## config.mk

```make
export PLATFORM = sky130hd
export DESIGN_NAME = dlb_mulmod
export DESIGN_NICKNAME = d
export VERILOG_FILES = /design/src/hdl/dlb_pkg.sv /design/src/hdl/dlb_mulmod.sv
export SDC_FILE = /design/constraint.sdc
export NUM_CORES = 1
export LEC_CHECK = 0
export BUFFER_PORTS_ARGS = -buffer_cell sky130_fd_sc_hd__clkbuf_2
export CAP_MARGIN = 25
export CORE_ASPECT_RATIO = 1.4
export CORE_MARGIN = 2
export CORE_UTILIZATION = 50
export CTS_CLUSTER_SIZE = 40
export DETAILED_ROUTE_END_ITERATION = 8
export HOLD_SLACK_MARGIN = 0.08
export MAX_ROUTING_LAYER = met4
export PLACE_DENSITY = 0.68
export SETUP_SLACK_MARGIN = 0.2
export SYNTH_ARGS = -nofsm -noshare
export SYNTH_HDL_FRONTEND = slang
export SYNTH_SLANG_ARGS = --single-unit
export TNS_END_PERCENT = 20
```

## constraint.sdc

```tcl
create_clock -name i_clk -period 8.6 [get_ports i_clk]
set_input_delay 0 -clock i_clk [delete_from_list [all_inputs] [get_ports i_clk]]
set_output_delay 0 -clock i_clk [all_outputs]
set_load 0.01 [all_outputs]
```

## src/hdl/dlb_pkg.sv

```systemverilog
// Shared constants, types and state codes for the discrete log block.
package dlb_pkg;

    localparam int VALUE_W     = 24;
    localparam int TABLE_DEPTH = 4096;
    localparam int ADDR_W      = $clog2(TABLE_DEPTH);
    localparam int CNT_W       = ADDR_W + 1;
    localparam int TSIZE_W     = 13;
    localparam int CFG_IDX_W   = 2;
    localparam int ENTRY_W     = VALUE_W + ADDR_W;

    localparam logic [CFG_IDX_W-1:0] REG_BASE    = 2'd0;
    localparam logic [CFG_IDX_W-1:0] REG_MODULUS = 2'd1;
    localparam logic [CFG_IDX_W-1:0] REG_TSIZE   = 2'd2;

    localparam logic [1:0] ST_FOUND     = 2'd0;
    localparam logic [1:0] ST_NOT_FOUND = 2'd1;
    localparam logic [1:0] ST_NO_INV    = 2'd2;

    typedef struct packed {
        logic [VALUE_W-1:0] val;
        logic [ADDR_W-1:0]  idx;
    } t_entry;

    typedef enum logic [4:0] {
        S_IDLE, S_BINIT, S_BRED, S_FILL, S_FILLW,
        S_IDIV, S_IDIVW, S_IMULW,
        S_SSEG, S_SRI, S_SRJ, S_SCMP,
        S_QCHK, S_QRED, S_QBS, S_QBSW, S_QEQ, S_QNEXT, S_QMULW, S_QOUT
    } t_state;

endpackage

```

## src/hdl/dlb_mulmod.sv

```systemverilog
// Bit-serial modular multiplier: a * b mod n, one bit of b per cycle, a < n.
module dlb_mulmod
    import dlb_pkg::*;
(
    input  logic               i_clk,
    input  logic               i_rst_n,
    input  logic               i_start,
    input  logic [VALUE_W-1:0] i_a,
    input  logic [VALUE_W-1:0] i_b,
    input  logic [VALUE_W-1:0] i_n,
    output logic               o_done,
    output logic [VALUE_W-1:0] o_res
);
    localparam int CW = $clog2(VALUE_W);

    logic               r_busy;
    logic               r_done;
    logic [CW-1:0]      r_cnt;
    logic [VALUE_W-1:0] r_acc, r_a, r_b, r_n;
    logic [VALUE_W:0]   dbl, dbl_red, sum, sum_red;

    always_comb begin
        dbl     = {r_acc, 1'b0};
        dbl_red = (dbl >= {1'b0, r_n}) ? dbl - {1'b0, r_n} : dbl;
        sum     = dbl_red + (r_b[VALUE_W-1] ? {1'b0, r_a} : '0);
        sum_red = (sum >= {1'b0, r_n}) ? sum - {1'b0, r_n} : sum;
    end

    always_ff @(posedge i_clk) begin
        if (!i_rst_n) begin
            r_busy <= 1'b0;
            r_done <= 1'b0;
            r_cnt  <= '0;
        end else begin
            r_done <= 1'b0;
            if (i_start) begin
                r_busy <= 1'b1;
                r_cnt  <= '0;
            end else if (r_busy) begin
                r_cnt <= r_cnt + 1'b1;
                if (r_cnt == CW'(VALUE_W - 1)) begin
                    r_busy <= 1'b0;
                    r_done <= 1'b1;
                end
            end
        end
    end

    always_ff @(posedge i_clk) begin
        if (i_start) begin
            r_acc <= '0;
            r_a   <= i_a;
            r_b   <= i_b;
            r_n   <= i_n;
        end else if (r_busy) begin
            r_acc <= sum_red[VALUE_W-1:0];
            r_b   <= {r_b[VALUE_W-2:0], 1'b0};
        end
    end

    assign o_done = r_done;
    assign o_res  = r_acc;
endmodule

```

* After elaboration in Yosys (flattened, before gate mapping) *
Cells that the tools add are included.

storage, ports and cells
  bits in registers = 103
  bits of input ports = 75
  word-level logic and storage cells = 28

cells by class
  add/subtract/negate cells = 4
  order comparisons = 2
  equal/unequal tests = 1
  muxes and demuxes = 9
  bitwise operators = 2
  reduce and logical (&&, ||, !) cells = 3

operators by type and width
  cell                                                           count
  24-bit 2-to-1 mux                                              4
  25-bit by 24-bit >= comparator with 1-bit output               2
  25-bit by 24-bit adder with 25-bit output                      1
  25-bit 2-to-1 mux                                              1
  25-bit by 24-bit subtractor with 25-bit output                 1
  24-bit subtractor                                              1
  5-bit by 1-bit adder with 5-bit output, second input constant  1
  5-bit equality test, second input constant                     1
  1-bit 2-to-1 mux                                               4
  3-bit OR reduction                                             1
  1-bit inverter                                                 2
  2-bit nonzero test                                             1
  2-bit OR reduction                                             1

* Logic depth before layout (Yosys ltp) *
  depth after elaboration = 5
  depth in mapped cells = 33

* Least setup slack after synthesis *
No wires, ideal clock.

  kind = register to register
  start point = reg r_acc[17], in the netlist o_res[17]
  end point = reg r_acc[19], in the netlist o_res[19]
  library setup time = 0.136 ns
  arrival = 6.711 ns
  required time = 8.464 ns
  path slack = 1.753 ns
  stages on the path, launching flop included = 31
  buffers on the path = 5
  period minus slack after synthesis = 6.847 ns
  cell sequence = dfxtp_1 ha_1 clkbuf_1 and3_1 a221o_1 a21oi_1 a21oi_1 a311oi_1 clkbuf_1 clkbuf_1 nand2_1 o21ai_0 ha_1 a211oi_1 o21bai_1 o22ai_1 o221ai_1 o41ai_2 xnor2_1 ha_1 and3_1 and2_1 a221oi_1 nand2_1 o221ai_1 a21oi_1 or4_4 buf_6 buf_6 a21oi_1 a211oi_2

between the ends
  longest elaborated chain between the ends = 5

ends and longest elaborated chain
  what                                                                                                                RTL line          RTL
  from (decl)                                                                                                         dlb_mulmod.sv:19  logic [VALUE_W-1:0] r_acc, r_a, r_b, r_n;
  from (signal assigned)                                                                                              dlb_mulmod.sv:56  r_acc <= sum_red[VALUE_W-1:0];
  25-bit by 24-bit subtractor with 25-bit output or 25-bit by 24-bit >= comparator with 1-bit output (tied branches)  dlb_mulmod.sv:24  dbl_red = (dbl >= {1'b0, r_n}) ? dbl - {1'b0, r_n} : dbl;
  25-bit 2-to-1 mux *                                                                                                 dlb_mulmod.sv:24
  25-bit by 24-bit adder with 25-bit output *                                                                         dlb_mulmod.sv:25  sum = dbl_red + (r_b[VALUE_W-1] ? {1'b0, r_a} : '0);
  24-bit subtractor or 25-bit by 24-bit >= comparator with 1-bit output (tied branches)                               dlb_mulmod.sv:26  sum_red = (sum >= {1'b0, r_n}) ? sum - {1'b0, r_n} : sum;
  24-bit 2-to-1 mux *                                                                                                 dlb_mulmod.sv:26

Every way passes the cells marked *; elsewhere a longest branch is shown, timed or not.
A chain may end at the register's enable or synchronous reset.

* Worst setup path in the final report *
  start point = reg r_n[1]
  end point = reg r_acc[11], in the netlist o_res[11]

between the ends
  longest elaborated chain between the ends = 5

ends and longest elaborated chain
  what                                                                                                                RTL line          RTL
  from (decl)                                                                                                         dlb_mulmod.sv:19
  from (signal assigned)                                                                                              dlb_mulmod.sv:54  r_n <= i_n;
  25-bit by 24-bit subtractor with 25-bit output or 25-bit by 24-bit >= comparator with 1-bit output (tied branches)  dlb_mulmod.sv:24
  25-bit 2-to-1 mux                                                                                                   dlb_mulmod.sv:24
  25-bit by 24-bit adder with 25-bit output                                                                           dlb_mulmod.sv:25
  24-bit subtractor or 25-bit by 24-bit >= comparator with 1-bit output (tied branches)                               dlb_mulmod.sv:26
  24-bit 2-to-1 mux *                                                                                                 dlb_mulmod.sv:26

Marked as above.

==> reports/summary.txt <==
Crit-path max cell delay = 0.61 ns
Die Wd = 111.1 microns
Switching power = 0.002197 W
Reg2reg start = r_n[1]
Routed Antenna Nets = 0
Reg-to-reg slack, setup = 0.90 ns
Post-Synth Adder-Cell Area = 12.12%
Crit path capture = o_res[11]
Sequential Area = 0.002784 sq mm
Peak VDD IR = 274.9 uV
Die Height = 154.0 microns
1st-iter DRT viols = 404
Clk_skew = 0.009024 ns
Max-slew violations = 0
GPL Wtd Cong = 0.9053
Slowest-stage cell, CP = o31ai_1
Initial antenna violation count = 0
Synth Area in Compound Gates = 20.65%
GR Overflow Total = 0
Fillers = 1,376
Clk buf depth = 2
Cts bufs inserted = 9
Final setup fails = 0
Worst-Margin Slew = 0.8755 ns
Final worst-path cycle share = 89.49%
Largest net degree at the start of global routing = 57
Worst Reg-to-Reg Cells = 27
Crit end category = flip-flop
HPWL after DPL = 15,780 microns
Register clock-pin slew on the reported worst setup and hold paths = 0.08 ns
DIE AREA = 0.01710 sq mm
Synth cell types = 75
Worst Setup Start Kind = flip-flop
Core area = 0.01568 sq mm
Sink Count = 103
CP max FO = 17
Xor/xnor share of the synthesized area = 5.999%
Clock power frac = 10.1%
Pleak = 4.174 nW
Worst EP arrival = 7.94 ns
Worst min path class = in2reg
Area grow syn2layout = 21.84%
Multi-input gate area = 0.004996 sq mm
Max transition margin = 41.63%
Antenna diodes = 0
Dpl ws = 0.3040 ns
Setup TNS = 0 ns
Sequential element share of the synthesized area = 34.65%
Critical path startpoint = r_n[1]
Netlist Area Pre-Place = 0.008030 sq mm
Max-cap violation count = 0
#FFs+latches synth = 103
Clk Latency, worst-skew pair = 0.37 ns
Syn Area/Cell = 9.105 sq um
Post-route setup slack = 0.9038 ns
H-Tree Depth = 3
Cells after Synth = 882
Overall routing resource usage = 26.55%
Critical Path RT = 8.84 ns
Synth Warn # = 0
FFs w/ async S/R, synth = 0%
Pwr per Cell Area = 438.6 mW/mm^2
Outcome = finished, final reports clean
Mux contribution to synthesized area = 4.020%
Largest family of logic cells by synthesized area = compound AO/OA/AOI/OAI gates
RSZ-0062 raised after global routing = false
Synth Area in Simple Gates = 18.84%
Net Sw Frac = 51.19%
Vias in the first global route = 7,233
NumNets Final = 1,192
Fraction of layout cells with a size suffix above 1 = 16.44%
Routed len/inst = 17.75 microns
First-pass GRT wire length = 35,370 microns
CTS tree = yes
Reg power frac = 16.0%
FP Rows = 54
Minimum clock period = 7.696 ns
Reg-to-reg critical path endpoint = o_res[11]
Post-synth net total = 1,033
Pre-antenna DRT Iters = 7
Routed Wire Length = 22,040 microns
Combinational share of power = 73.9%
# port buffers = 99
Main synth FF type = edfxtp_1
Worst setup path class = reg2reg
Max Freq = 129.9 MHz
CTS Root Cell = clkbuf_16
Power Internal = 0.002095 W
Initial core utilization = 51.23%
Final hold violations = 0
Via density = 5.885
DR vias = 7,309
DRC viols = 0
Number of flops mapped to enable cells by yosys = 72
Io pins = 100
[registers in the layout, indices dropped and copies added, names as in the netlist]
register,flops
r_cnt,5
r_a,24
r_busy,1
r_b,24
o_res,24
r_n,24
o_done,1
[cells by family (layout without fill, tap and decap cells)]
logic type / Yosys count / in the layout
xor gates and xnor gates: 55 / 55
AOI/OAI and AO/OA: 244 / 244
muxes: 29 / 29
and+or+nand+nor: 301 / 301
buffers and inverters: 74 / 238
adders and majority gates: 76 / 76
DFF: 103 / 103
[cells in the mapped netlist, drive strengths merged (26+ instances only)]
master / n / area [sq um]
nor2: 84 / 315.3
ha: 73 / 913.4
edfxtp: 72 / 2162
nand2: 62 / 235.2
o21ai: 59 / 295.3
a21oi: 58 / 294.0
inv: 43 / 161.4
xnor2: 34 / 297.8
and2: 31 / 197.7
dfxtp: 31 / 620.6
mux2: 26 / 292.8
nand3: 26 / 130.1
[critical path, delay by kind of cell (launching register included)]
| family | cells | cell delay [ns] |
|---|---|---|
| multiplexers | 1 | 0.41 |
| adder cells (fa/ha/maj) | 3 | 0.85 |
| flip-flops | 1 | 0.36 |
| buffers and inverters | 2 | 0.24 |
| AO/OA/AOI/OAI | 12 | 3.98 |
| XOR/XNOR | 1 | 0.14 |
| AND/OR/NAND/NOR | 8 | 1.58 |
[cell type report]
| class | instances | area share [%] |
|---|---|---|
| clock buffer | 9 | 2.302 |
| clock inverter | 7 | 0.9335 |
| inverter | 44 | 1.688 |
| multi-input combinational | 705 | 51.06 |
| sequential | 103 | 28.45 |
| tap | 196 | 2.506 |
| timing repair buffer | 178 | 13.06 |
[layout by cell type (no fill, tap or decap), types with 26 or more instances in the layout]
master         Yosys  routed
nand3_1           26      26
xnor2_1           34      34
a21oi_1           57      57
edfxtp_1          72      72
ha_1              73      73
nand2_1           61      61
nor2_1            84      84
clkbuf_2           0      98
dlygate4sd3_1      0      73
inv_1             43      43
dfxtp_1           31      30
o21ai_0           59      59
mux2_2            26      26
and2_1            29      29
[through the flow]
| stage | area [sq um] | utilization (%) | hold slack, ns | std cells | power, W |
|---|---|---|---|---|---|
| floorplan | 8030 | - | 0.09887 | 882 | 0.003064 |
| global placement | 8696 | 55.48 | 0.1763 | 1152 | 0.003756 |
| detailed placement | 8696 | 55.48 | 0.1786 | 1152 | 0.003767 |
| CTS | 9743 | 62.16 | 0.1540 | 1241 | 0.004248 |
| global route | 9784 | 62.42 | 0.1695 | 1242 | 0.004652 |
| finish | 9784 | 62.42 | 0.1591 | 1242 | 0.004291 |
[what timing repair did]
item                       in CTS  in global routing
resized for setup               0                  6
setup buffers                   0                  1
setup endpoints to repair       0                 24
hold buffers                   73                  0
hold endpoints to repair       79                  0
[power groups by stage]
stage | Sequential (W) | Combinational [W] | Clock (W)
after global placement | 0.000695 | 0.00306 | 0
final | 0.000686 | 0.00317 | 0.000434
after detailed placement | 0.000695 | 0.00307 | 0
after CTS | 0.000685 | 0.00312 | 0.000443
after floorplan | 0.000687 | 0.00238 | 0
after global routing | 0.000695 | 0.00350 | 0.000459
[metal layers]
layer / vias to the layer above / GRT usage (%) / wire length, microns
met3: 61 / 4.139 / 945
li1: 3612 / - / -
met2: 202 / 46.77 / 11220
met4: 0 / 11.70 / 855
met5: - / - / 0
met1: 3434 / 29.76 / 9024
[worst min path at each step]
stage / slack [ns] / from / cells after the start / to
global route: 0.17 / i_start / 1 / r_a[23]
global placement: 0.18 / i_n[3] / 1 / r_n[3]
CTS: 0.15 / i_start / 1 / r_a[23]
detailed placement: 0.18 / i_a[13] / 1 / r_a[13]
floorplan: 0.1 / i_a[0] / 0 / r_a[0]
finish: 0.16 / i_start / 1 / r_a[23]
(Power assumes the default switching activity.)
