<file path="src/hdl/dlb_pkg.sv">
// Shared constants, types and state codes for the discrete log block.
package dlb_pkg;

    localparam int VALUE_W     = 24;
    localparam int TABLE_DEPTH = 4096;
    localparam int ADDR_W      = $clog2(TABLE_DEPTH);
    localparam int CNT_W       = ADDR_W + 1;
    localparam int TSIZE_W     = 13;
    localparam int CFG_IDX_W   = 2;
    localparam int ENTRY_W     = VALUE_W + ADDR_W;

    localparam logic [CFG_IDX_W-1:0] REG_BASE    = 2'd0;
    localparam logic [CFG_IDX_W-1:0] REG_MODULUS = 2'd1;
    localparam logic [CFG_IDX_W-1:0] REG_TSIZE   = 2'd2;

    localparam logic [1:0] ST_FOUND     = 2'd0;
    localparam logic [1:0] ST_NOT_FOUND = 2'd1;
    localparam logic [1:0] ST_NO_INV    = 2'd2;

    typedef struct packed {
        logic [VALUE_W-1:0] val;
        logic [ADDR_W-1:0]  idx;
    } t_entry;

    typedef enum logic [4:0] {
        S_IDLE, S_BINIT, S_BRED, S_FILL, S_FILLW,
        S_IDIV, S_IDIVW, S_IMULW,
        S_SSEG, S_SRI, S_SRJ, S_SCMP,
        S_QCHK, S_QRED, S_QBS, S_QBSW, S_QEQ, S_QNEXT, S_QMULW, S_QOUT
    } t_state;

endpackage

</file>
<file path="src/hdl/dlb_divider.sv">
// Restoring divider, one quotient bit per cycle.
module dlb_divider
    import dlb_pkg::*;
(
    input  logic               i_clk,
    input  logic               i_rst_n,
    input  logic               i_start,
    input  logic [VALUE_W-1:0] i_dividend,
    input  logic [VALUE_W-1:0] i_divisor,
    output logic               o_done,
    output logic [VALUE_W-1:0] o_quot,
    output logic [VALUE_W-1:0] o_rem
);
    localparam int CW = $clog2(VALUE_W);

    logic               r_busy;
    logic               r_done;
    logic [CW-1:0]      r_cnt;
    logic [VALUE_W-1:0] r_q, r_d, r_rem;
    logic [VALUE_W:0]   trial;

    assign trial = {r_rem, r_q[VALUE_W-1]};

    always_ff @(posedge i_clk) begin
        if (!i_rst_n) begin
            r_busy <= 1'b0;
            r_done <= 1'b0;
            r_cnt  <= '0;
        end else begin
            r_done <= 1'b0;
            if (i_start) begin
                r_busy <= 1'b1;
                r_cnt  <= '0;
            end else if (r_busy) begin
                r_cnt <= r_cnt + 1'b1;
                if (r_cnt == CW'(VALUE_W - 1)) begin
                    r_busy <= 1'b0;
                    r_done <= 1'b1;
                end
            end
        end
    end

    // r_q shifts the dividend out at the top and the quotient in at the bottom
    always_ff @(posedge i_clk) begin
        if (i_start) begin
            r_q   <= i_dividend;
            r_d   <= i_divisor;
            r_rem <= '0;
        end else if (r_busy) begin
            if (trial >= {1'b0, r_d}) begin
                r_rem <= VALUE_W'(trial - {1'b0, r_d});
                r_q   <= {r_q[VALUE_W-2:0], 1'b1};
            end else begin
                r_rem <= trial[VALUE_W-1:0];
                r_q   <= {r_q[VALUE_W-2:0], 1'b0};
            end
        end
    end

    assign o_done = r_done;
    assign o_quot = r_q;
    assign o_rem  = r_rem;
endmodule

</file>
<file path="config.mk">
export PLATFORM = sky130hd
export DESIGN_NAME = dlb_divider
export DESIGN_NICKNAME = d
export VERILOG_FILES = /design/src/hdl/dlb_pkg.sv /design/src/hdl/dlb_divider.sv
export SDC_FILE = /design/constraint.sdc
export NUM_CORES = 1
export LEC_CHECK = 0
export BUFFER_PORTS_ARGS = -buffer_cell sky130_fd_sc_hd__buf_2
export CORE_MARGIN = 5
export CORE_UTILIZATION = 30
export DETAILED_ROUTE_END_ITERATION = 12
export PLACE_DENSITY_LB_ADDON = 0.05
export SYNTH_ARGS = -nofsm -noshare
export SYNTH_HDL_FRONTEND = slang
export SYNTH_SLANG_ARGS = --single-unit
</file>
<file path="constraint.sdc">
create_clock -name i_clk -period 6.5 [get_ports i_clk]
set_input_delay 0.975 -clock i_clk [delete_from_list [all_inputs] [get_ports i_clk]]
set_output_delay 0.975 -clock i_clk [all_outputs]
set_load 0.01 [all_outputs]
</file>
# [Word level (Yosys, flattened, before mapping)]
# Index checks and enable logic that the tools add are counted.
# Widths: inputs -> output; s select.
[op_classes] magnitude_cmp=1 muxes=8 n_addsub=2 n_eq_ne=1 bitwise=2 reduce_logical=3
[ops] operator="$mux 24" count=3
[ops] operator="$ge 25x24->1" count=1
[ops] operator="$sub 24x24->24" count=1
[ops] operator="$add 5x1->5 const B" count=1
[ops] operator="$eq 5x5->1 const B" count=1
[ops] operator="$mux 1" count=5
[ops] operator="$reduce_or 3->1" count=1
[ops] operator="$not 1->1" count=2
[ops] operator="$reduce_bool 2->1" count=1
[ops] operator="$reduce_or 2->1" count=1
[word_totals] in_bits=51 out_inout_bits=49 regBits=79

# [Logic depth before layout (Yosys ltp)]
# Gate-level depths: netlist (run 1).
[logic_depth] depth_word=4 mapped_depth=12 depth_no_buf=11

# [Worst setup path after synthesis (run 1)]
# No wires, ideal clock.
[synth_timing] path_type="register to register" from="reg r_rem[5], in the netlist o_rem[5]" to="reg r_q[0], in the netlist o_quot[0], data pin" n_path_buf=0 path_stages_with_launch=10 setup_slack_ns=3.984 t_required_ns=6.240 arrival_time_ns=2.256 path_cell_list="dfxtp_1 -> ha_1 -> a21o_1 -> or2_1 -> nor4b_2 -> o31ai_2 -> nand2_2 -> a21o_2 -> nand2_1 -> mux2_2"
[synth_between] elab_chain_cells=4
[synth_rtl] item="start: declaration" line="dlb_divider.sv:19" source="logic [VALUE_W-1:0] r_q, r_d, r_rem;"
[synth_rtl] item="start signal: assignment" line="dlb_divider.sv:52" source="r_rem <= VALUE_W'(trial - {1'b0, r_d});"
[synth_rtl] item="start signal: assignment" line="dlb_divider.sv:55" source="r_rem <= trial[VALUE_W-1:0];"
[synth_rtl] item="$ge 25x24->1" line="dlb_divider.sv:51" source="if (trial >= {1'b0, r_d}) begin"
[synth_rtl] item="$mux 1" line="dlb_divider.sv:51"
[synth_rtl] item="$mux 24" line="dlb_divider.sv:50" source="end else if (r_busy) begin"
[synth_rtl] item="$mux 24" line="dlb_divider.sv:46" source="if (i_start) begin"
[synth_rtl] item="end signal: assignment" line="dlb_divider.sv:47" source="r_q <= i_dividend;"
[synth_rtl] item="end signal: assignment" line="dlb_divider.sv:53" source="r_q <= {r_q[VALUE_W-2:0], 1'b1};"
[synth_rtl] item="end signal: assignment" line="dlb_divider.sv:56" source="r_q <= {r_q[VALUE_W-2:0], 1'b0};"
[synth_rtl] item="end: declaration" line="dlb_divider.sv:19"
# No other way between the ends. The select of a mux whose other input is x is not followed.
# A chain may end at the register's enable or synchronous reset.

# [Final worst setup path (run 1)]
[layout_timing] from="reg r_d[6]" to="reg r_q[0], in the netlist o_quot[0], data pin"
[layout_between] elab_chain_cells=4
[layout_rtl] item="start: declaration" line="dlb_divider.sv:19"
[layout_rtl] item="start signal: assignment" line="dlb_divider.sv:48" source="r_d <= i_divisor;"
[layout_rtl] item="$ge 25x24->1" line="dlb_divider.sv:51"
[layout_rtl] item="$mux 1" line="dlb_divider.sv:51"
[layout_rtl] item="$mux 24" line="dlb_divider.sv:50"
[layout_rtl] item="$mux 24" line="dlb_divider.sv:46"
# No other way between the ends. The select of a mux whose other input is x is not followed.

==> flow_metrics.tcl, run 1 <==
set metrics [dict create \
    synth-simple-area-share_pct 13.9 \
    synthAdderAreaFrac_pct 7.19 \
    rows 45 \
    finalMaxSlewViolations 0 \
    critPathMaxFanout 16 \
    final_hold_viol_count 0 \
    syn_to_final_growth_pct 21.3 \
    synth_top_family_by_area "compound AO/OA/AOI/OAI gates" \
    cts_tree "done" \
    cp_data_arrival_time_ns 3.17 \
    final_common_cell "buf_2" \
    clkTransAtPathRegs_ns 0.07 \
    cpLargestDelayFamily "simple AND/OR/NAND/NOR gates" \
    ir_drop_mv 0.154 \
    first_pass_iters 6 \
    fin_crit_sh_pct 47.2 \
    ant_nets 0 \
    fill_cells 1537 \
    fin_tns_setup_ns 0 \
    totalPowerFinal_mw 1.47 \
    io_buffers 99 \
    crit_buf_inv 1 \
    seq_area_frac_synth_pct 44.6 \
    run_status "completed" \
    place.gp.congestion 0.797 \
    path_class "reg -> reg" \
    syn_inst 454 \
    min_path_type "reg -> reg" \
    clockBufferDepth 2 \
    synth_mux_area_share_pct 6.06 \
    power.density_mw_per_mm2 262 \
    synth-seq-cells 79 \
    worstMarginPinSlew_ns 0.972 \
    fin_area_mm2 0.00561 \
    place_area_mm2 0.00531 \
    holdBufCountCts 0 \
    antenna_found_initial 0 \
    cts_resized 0 \
    synth.largest_area_cell "edfxtp_1" \
    place_hpwl_um 9310 \
    cp_slowest_cell "a21o_2" \
    slew_headroom_pct 35.2 \
    yosys_most_used_dff "edfxtp_1" \
    post_drt_via_cell_ratio 5.15 \
    syn_avg_cell_area_um2 10.2 \
    coreArea_mm2 0.0151 \
    dieWidth_um 134 \
    drt-total-wl_um 13000 \
    async_reset_ff_share_pct 0 \
    synth_edf_count 48 \
    cp_cell_sequence "inv_1 -> ha_1 -> a21o_1 -> or2_1 -> nor4b_2 -> o31ai_2 -> nand2_2 -> a21o_2 -> nand2_1 -> mux2_2" \
    dieHeight_um 134 \
    synth_cell_type_count 66 \
    syn_area_mm2 0.00463 \
    skew_ns 0.0122 \
    required_ns 6.60 \
    n_antenna_cell 0 \
    clock-root-buffer "clkbuf_16" \
    synth-compound-area-share_pct 20.0 \
    first_iter_violations 173 \
    layout-drive-gt1-share_pct 28.9 \
    cts_made_buffers 9 \
    grt_usage_pct 14.5 \
    cts.htree.levels 3 \
    grt_pass1_wl_um 20600 \
    ys_warn_count 0 \
    rsz0062_at_grt "false" \
    synth_top_area_share_pct 31.2 \
    setup_viol 0 \
    route.detailed.drc 0 \
    cp_slowest_stage_delay_ns 0.40 \
    via_count 3824 \
    synthXorXnorAreaFrac_pct 3.60 \
    fin_crit_ns 3.07 \
    end_kind "flop" \
    grt_max_degree 45 \
    grt_pass1_vias 3875 \
    drv_cap 0 \
    insertion_delay_ns 0.35 \
    yosys-top-cells-area "edfxtp_1 (31%), dfxtp_1 (13%), ha_1 (6.8%), mux2_2 (5.8%), inv_1 (2.7%)" \
    dieArea_mm2 0.0180 \
    final_nets 626 \
    fmax_ghz 0.326 \
    wl_per_cell_um 17.5 \
    post_cts_buffers 0 \
    p_leak_nw 2.45 \
    start_kind "flop" \
    initial_core_util_pct 30.5 \
    syn-num-nets 531 \
    final_cell_mix "buf_2 (99), edfxtp_1 (48), inv_1 (33), dfxtp_1 (31), nand2_1 (29)" \
    ios 100 \
    grt.overflow.total 0 \
    clock_sinks 79 \
]
## registers in the layout (all words and copies together), names as in the netlist
signal	flops
o_quot	24
r_busy	1
o_rem	24
o_done	1
r_cnt	5
r_d	24
## logic make-up after synthesis
kind of cell	count (synthesis)
AOI/OAI and AO/OA	125
DFF	79
xor gates and xnor gates	19
and+or+nand+nor	127
adders and majority gates	26
muxes	25
buffers and inverters	53
## worst paths after layout
kind / start / endpoint / slack [ns] / cells after the start
setup reg to reg: r_d[6]$_DFFE_PP_ / o_quot[0]$_DFFE_PP_ / 3.43 / 10
hold / removal: r_cnt[4]$_SDFFE_PP0P_ / o_done$_SDFF_PP0_ / 0.52 / 2
setup / recovery: r_d[6]$_DFFE_PP_ / o_quot[0]$_DFFE_PP_ / 3.43 / 10
hold reg to reg: r_cnt[4]$_SDFFE_PP0P_ / o_done$_SDFF_PP0_ / 0.52 / 2
## synthesized netlist by cell type (9+ instances only)
cell	count
nand2_1	29
a21o_1	14
nor2_1	28
o21ai_1	14
clkbuf_1	10
inv_1	33
xnor2_1	9
a21oi_1	18
dfxtp_1	31
a311oi_1	13
nor3_1	10
o21ai_0	12
edfxtp_1	48
xor2_1	10
ha_1	25
nand3_1	21
mux2_2	24
## power breakdown
group          switching, mW  leakage [nW]  internal [mW]  total [mW]
sequential            0.0268         0.730          0.579       0.605
combinational          0.194          1.57          0.141       0.335
clock                  0.226         0.147          0.302       0.527
total                  0.447          2.45           1.02        1.47
## tightest hold or removal path, cell delays in order, from the launching register on
cell and delay [ns]:
dfxtp_1 0.33, nand3b_1 0.09, nor3_1 0.05
## final cells by class
type	count	area (um2)	share of cell area, %
clock inverter	7	77.6	1.38
sequential	79	2060	36.8
timing repair buffer	104	533	9.50
tap	188	235	4.19
multi-input combinational	322	2350	41.9
inverter	33	124	2.21
clock buffer	9	225	4.01
## metrics by stage
step                cells  util, %  setup WS (ns)  hold slack [ns]
floorplan             454        -           3.98            0.467
global placement      726     35.0           3.04            0.486
detailed placement    726     35.0           2.98            0.490
CTS                   742     37.0           3.32            0.504
global route          742     37.0           3.20            0.548
finish                742     37.0           3.43            0.515
## metal layers
layer	vias to the layer above	wire, um	share of wire, %	GRT usage [%]
li1	1898	-	-	-
met1	1803	5990	46	18.3
met2	105	5910	46	23.0
met3	18	852	6.6	4.76
met4	0	225	1.7	5.77
met5	-	0	0	0
No activity file was read; power rests on OpenSTA's default activity.
==> run 2, diff against run 1 <==
==> constraint.sdc (replaced) <==
create_clock -name i_clk -period 2.9 [get_ports i_clk]
set_input_delay 0.435 -clock i_clk [delete_from_list [all_inputs] [get_ports i_clk]]
set_output_delay 0.435 -clock i_clk [all_outputs]
set_load 0.01 [all_outputs]
==> run 2 against run 1 <==
Net effect:
- die area unchanged
- sequential cell count unchanged
- clock power up 120%
- fmax up 12%
- critical endpoint unchanged
==> flow_metrics.tcl, run 2 (synthesis gave the netlist of run 1 again) <==
set metrics [dict create \
    run_status "completed" \
    first_iter_violations 191 \
    fin_crit_ns 2.74 \
    clockBufferDepth 2 \
    drv_cap 0 \
    initial_core_util_pct 30.5 \
    grt.overflow.total 0 \
    cts.htree.levels 3 \
    ant_nets 0 \
    io_buffers 99 \
    cp_slowest_cell "ha_1" \
    final_common_cell "buf_2" \
    insertion_delay_ns 0.35 \
    min_path_type "in -> reg" \
    cts_made_buffers 9 \
    worstMarginPinSlew_ns 1.12 \
    crit_buf_inv 1 \
    place_hpwl_um 9800 \
    setup_viol 0 \
    crit_cells 10 \
    ir_drop_mv 0.356 \
    via_count 3939 \
    finalNonFillerCells 767 \
    fin_area_mm2 0.00582 \
    grt_most_used_layer "met2" \
    layout-drive-gt1-share_pct 32.5 \
    reg2regPathDepth 10 \
    fin_crit_sh_pct 94.6 \
    path_class "reg -> reg" \
    dieHeight_um 134 \
    wl_per_cell_um 17.6 \
    ios 100 \
    first_pass_iters 4 \
    antenna_found_initial 0 \
    final_hold_viol_count 0 \
    whs_ns 0.258 \
    grt_use_met1_pct 19.4 \
    placed_cells 748 \
    route.detailed.drc 0 \
    final_nets 651 \
    n_antenna_cell 0 \
    dieArea_mm2 0.0180 \
    clock_sinks 79 \
    grt_use_met2_pct 24.2 \
    grt_pass1_vias 4007 \
    coreArea_mm2 0.0151 \
    grt_max_degree 40 \
    cp_slowest_stage_delay_ns 0.36 \
    cp_cell_sequence "inv_1 -> ha_1 -> a21o_1 -> or2_1 -> nor4b_2 -> o31ai_2 -> nand2_2 -> a21o_2 -> nand2_1 -> mux2_2" \
    skew_ns 0.0111 \
    grt_usage_pct 15.1 \
    cpLargestDelayFamily "simple AND/OR/NAND/NOR gates" \
    holdPathStages 1 \
    post_drt_via_cell_ratio 5.14 \
    syn_to_final_growth_pct 25.8 \
    start_kind "flop" \
    clkTransAtPathRegs_ns 0.07 \
    place.gp.congestion 0.806 \
    holdBufCountCts 0 \
    p_leak_nw 2.56 \
    cts_tree "done" \
    fmax_ghz 0.365 \
    grt.met3_usage_pct 5.74 \
    cp_data_arrival_time_ns 2.84 \
    place_area_mm2 0.00547 \
    slew_headroom_pct 25.0 \
    final_cell_mix "buf_2 (99), edfxtp_1 (48), inv_1 (33), dfxtp_1 (31)" \
    drt-total-wl_um 13500 \
    clock-root-buffer "clkbuf_16" \
    grt_pass1_wl_um 21400 \
    end_kind "flop" \
    critPathMaxFanout 6 \
    dieWidth_um 134 \
    finalMaxSlewViolations 0 \
    rows 45 \
    power.density_mw_per_mm2 568 \
    required_ns 3.00 \
]
-- run 2: worst register-to-register path, stage by stage, from the launching register on --
cell      delay (ns)
edfxtp_1        0.32
inv_1           0.05
ha_1            0.36
a21o_1          0.23
or2_1           0.22
nor4b_2         0.36
o31ai_2         0.13
nand2_2         0.16
a21o_2          0.16
nand2_1         0.18
mux2_2          0.32
-- run 2: through the flow --
stage                     setup WS (ns)  util [%]  total power [mW]  setup TNS, ns
final                             0.157      38.4              3.31              0
after global routing           -0.00551      38.4              3.51       -0.00551
after CTS                        0.0320      38.1              3.36              0
after detailed placement        -0.0171      36.1              2.18        -0.0171
after global placement          -0.0513      36.1              2.18        -0.0513
after floorplan                   0.384         -              1.89              0
-- run 2: path summary, 6_finish.rpt --
check	from	endpoint	slack (ns)
setup / recovery	r_d[6]$_DFFE_PP_	o_quot[0]$_DFFE_PP_	0.16
hold / removal	i_divisor[20]	r_d[20]$_DFFE_PP_	0.26
setup reg to reg	r_d[6]$_DFFE_PP_	o_quot[0]$_DFFE_PP_	0.16
hold reg to reg	o_rem[14]$_SDFFE_PP0P_	o_rem[14]$_SDFFE_PP0P_	0.51
-- run 2: layout make-up --
cell class	instances	area (um2)
fillers	1515	9320
clock buffers	11	233
clock inverters	5	60.1
inverters	33	124
well taps	188	235
flip-flops and latches	79	2060
multi-input cells	323	2390
repair buffers	128	713
-- run 2: routing by layer --
| metal | share of wire [%] | vias up | routed length, um |
|---|---|---|---|
| met5 | 0 | - | 0 |
| met4 | 1.1 | 0 | 143 |
| met3 | 7.2 | 7 | 967 |
| met2 | 47 | 98 | 6350 |
| met1 | 45 | 1885 | 6040 |
| li1 | - | 1949 | - |
-- run 2: timing repair --
item / 4_1_cts / 5_1_grt
pin swaps: 0 / 3
resized for setup: 1 / 6
cloned: 0 / 1
buffers inserted: 1 / 1
endpoints found under the setup margin: 1 / 21
-- run 2: report_power, final --
group	leakage [nW]	switching (mW)	internal [mW]	total [mW]
sequential	0.730	0.0591	1.30	1.36
combinational	1.69	0.454	0.354	0.808
clock	0.140	0.476	0.669	1.15
total	2.56	0.990	2.32	3.31
==> run 3, diff against run 2 <==
==> constraint.sdc (replaced) <==
create_clock -name i_clk -period 2.9 [get_ports i_clk]
set_input_delay 0.145 -clock i_clk [delete_from_list [all_inputs] [get_ports i_clk]]
set_output_delay 0.145 -clock i_clk [all_outputs]
set_load 0.01 [all_outputs]
==> run 3 against run 2 <==
Net effect:
- clock power up 9%
- routed wire length is 1.1% higher
- clock skew shrank 0.0020 ns
- total power grew 4.0%
- critical endpoint unchanged
- highest routed layer unchanged
==> flow_metrics.tcl, run 3 (synthesis gave the netlist of run 1 again) <==
set metrics [dict create \
    io_buffers 99 \
    power.density_mw_per_mm2 565 \
    worstMarginPinSlew_ns 1.16 \
    drv_cap 0 \
    final_hold_viol_count 0 \
    placed_cells 748 \
    cts.htree.levels 3 \
    clock_sinks 79 \
    layout-drive-gt1-share_pct 31.3 \
    place.gp.congestion 0.789 \
    slew_headroom_pct 22.7 \
    grt.overflow.total 0 \
    cp_data_arrival_time_ns 2.87 \
    rrSetupSlack_ns 0.13 \
    setup_viol 0 \
    ant_nets 0 \
    fin_crit_sh_pct 95.4 \
    start_kind "flop" \
    final_cell_mix "buf_2 (99), edfxtp_1 (48), inv_1 (33), dfxtp_1 (31)" \
    run_status "completed" \
    n_antenna_cell 0 \
    first_iter_violations 173 \
    final_common_cell "buf_2" \
    syn_to_final_growth_pct 31.6 \
    rows 45 \
    min_path_type "in -> reg" \
    clock-root-buffer "clkbuf_16" \
    insertion_delay_ns 0.35 \
    rsz0062_at_grt "true" \
    grt_usage_pct 15.1 \
    drt-total-wl_um 13600 \
    path_class "reg -> reg" \
    route.detailed.drc 0 \
    dieArea_mm2 0.0180 \
    fin_crit_ns 2.77 \
    skew_ns 0.00914 \
    totalPowerFinal_mw 3.44 \
    antenna_found_initial 0 \
    grt_max_degree 50 \
    p_leak_nw 2.68 \
    critPathMaxFanout 6 \
    dieWidth_um 134 \
    grt_pass1_wl_um 21600 \
    coreArea_mm2 0.0151 \
    post_drt_via_cell_ratio 5.09 \
    end_kind "flop" \
    dieHeight_um 134 \
    required_ns 3.00 \
    final_nets 675 \
    cts_tree "done" \
    cp_slowest_stage_delay_ns 0.37 \
    whs_ns 0.0371 \
    finalMaxSlewViolations 0 \
    place_hpwl_um 9830 \
    fmax_ghz 0.362 \
    clockBufferDepth 2 \
    ios 100 \
    cp_slowest_cell "nor4b_2" \
    initial_core_util_pct 30.5 \
    ir_drop_mv 0.262 \
    finalNonFillerCells 791 \
    cp_cell_sequence "inv_1 -> ha_1 -> a21o_1 -> or2_1 -> nor4b_2 -> o31ai_2 -> nand2_2 -> a21o_2 -> nand2_1 -> mux2_2" \
    via_count 4024 \
    grt_pass1_vias 4156 \
    wl_per_cell_um 17.2 \
    first_pass_iters 4 \
    cts_made_buffers 9 \
    clkTransAtPathRegs_ns 0.06 \
]
[run 3: power by group]
| group | switching [mW] | leakage (nW) | internal, mW |
|---|---|---|---|
| Combinational | 0.464 | 1.79 | 0.376 |
| Sequential | 0.0579 | 0.730 | 1.30 |
| Clock | 0.489 | 0.158 | 0.757 |
[run 3: worst paths after layout]
| kind | depth (start not counted) | startpoint | to |
|---|---|---|---|
| setup / recovery | 10 | r_d[6]$_DFFE_PP_ | o_quot[0]$_DFFE_PP_ |
| hold / removal | 2 | i_rst_n | r_busy$_SDFF_PN0_ |
| setup reg to reg | 10 | r_d[6]$_DFFE_PP_ | o_quot[0]$_DFFE_PP_ |
| hold reg to reg | 2 | o_rem[14]$_SDFFE_PP0P_ | o_rem[14]$_SDFFE_PP0P_ |
[run 3: area by class of cell]
| cell class | instances | area [um2] |
|---|---|---|
| Clock inverter | 7 | 95.1 |
| Multi-Input combinational cell | 323 | 2390 |
| Fill cell | 1501 | 9060 |
| Clock buffer | 9 | 225 |
| Timing Repair Buffer | 152 | 953 |
| Sequential cell | 79 | 2060 |
| Inverter | 33 | 124 |
| Tap cell | 188 | 235 |
[run 3: stage by stage]
stage	setup WS [ns]	util, %	instance area, um2	setup TNS, ns
after floorplan	0.384	-	4630	0
after detailed placement	-0.00905	36.1	5470	-0.00905
after global routing	-0.0296	40.2	6090	-0.0296
after global placement	-0.0246	36.1	5470	-0.0246
final	0.134	40.2	6090	0
after CTS	0.0309	39.9	6050	0
[run 3: what timing repair did]
action / in CTS / in global routing
setup buffers: 1 / 1
pin swaps: 0 / 2
hold endpoints to repair: 24 / 0
hold buffers: 24 / 0
gates resized for setup: 1 / 6
setup endpoints to repair: 1 / 21
cloned: 0 / 1
[run 3: layer usage]
metal	up-vias	wire, um	global-route usage, %
met5	-	0	0
met4	0	251	5.26
met3	19	638	3.26
met2	83	6250	24.9
met1	1921	6510	19.7
li1	2001	-	-
[run 3: critical path: cells and delay by family, from the launching register on]
family,cells,cell delay (ns)
buffers and inverters,1,0.04
and+or+nand+nor,4,0.94
AOI/OAI and AO/OA,3,0.53
DFF,1,0.32
adders and majority gates,1,0.36
muxes,1,0.32
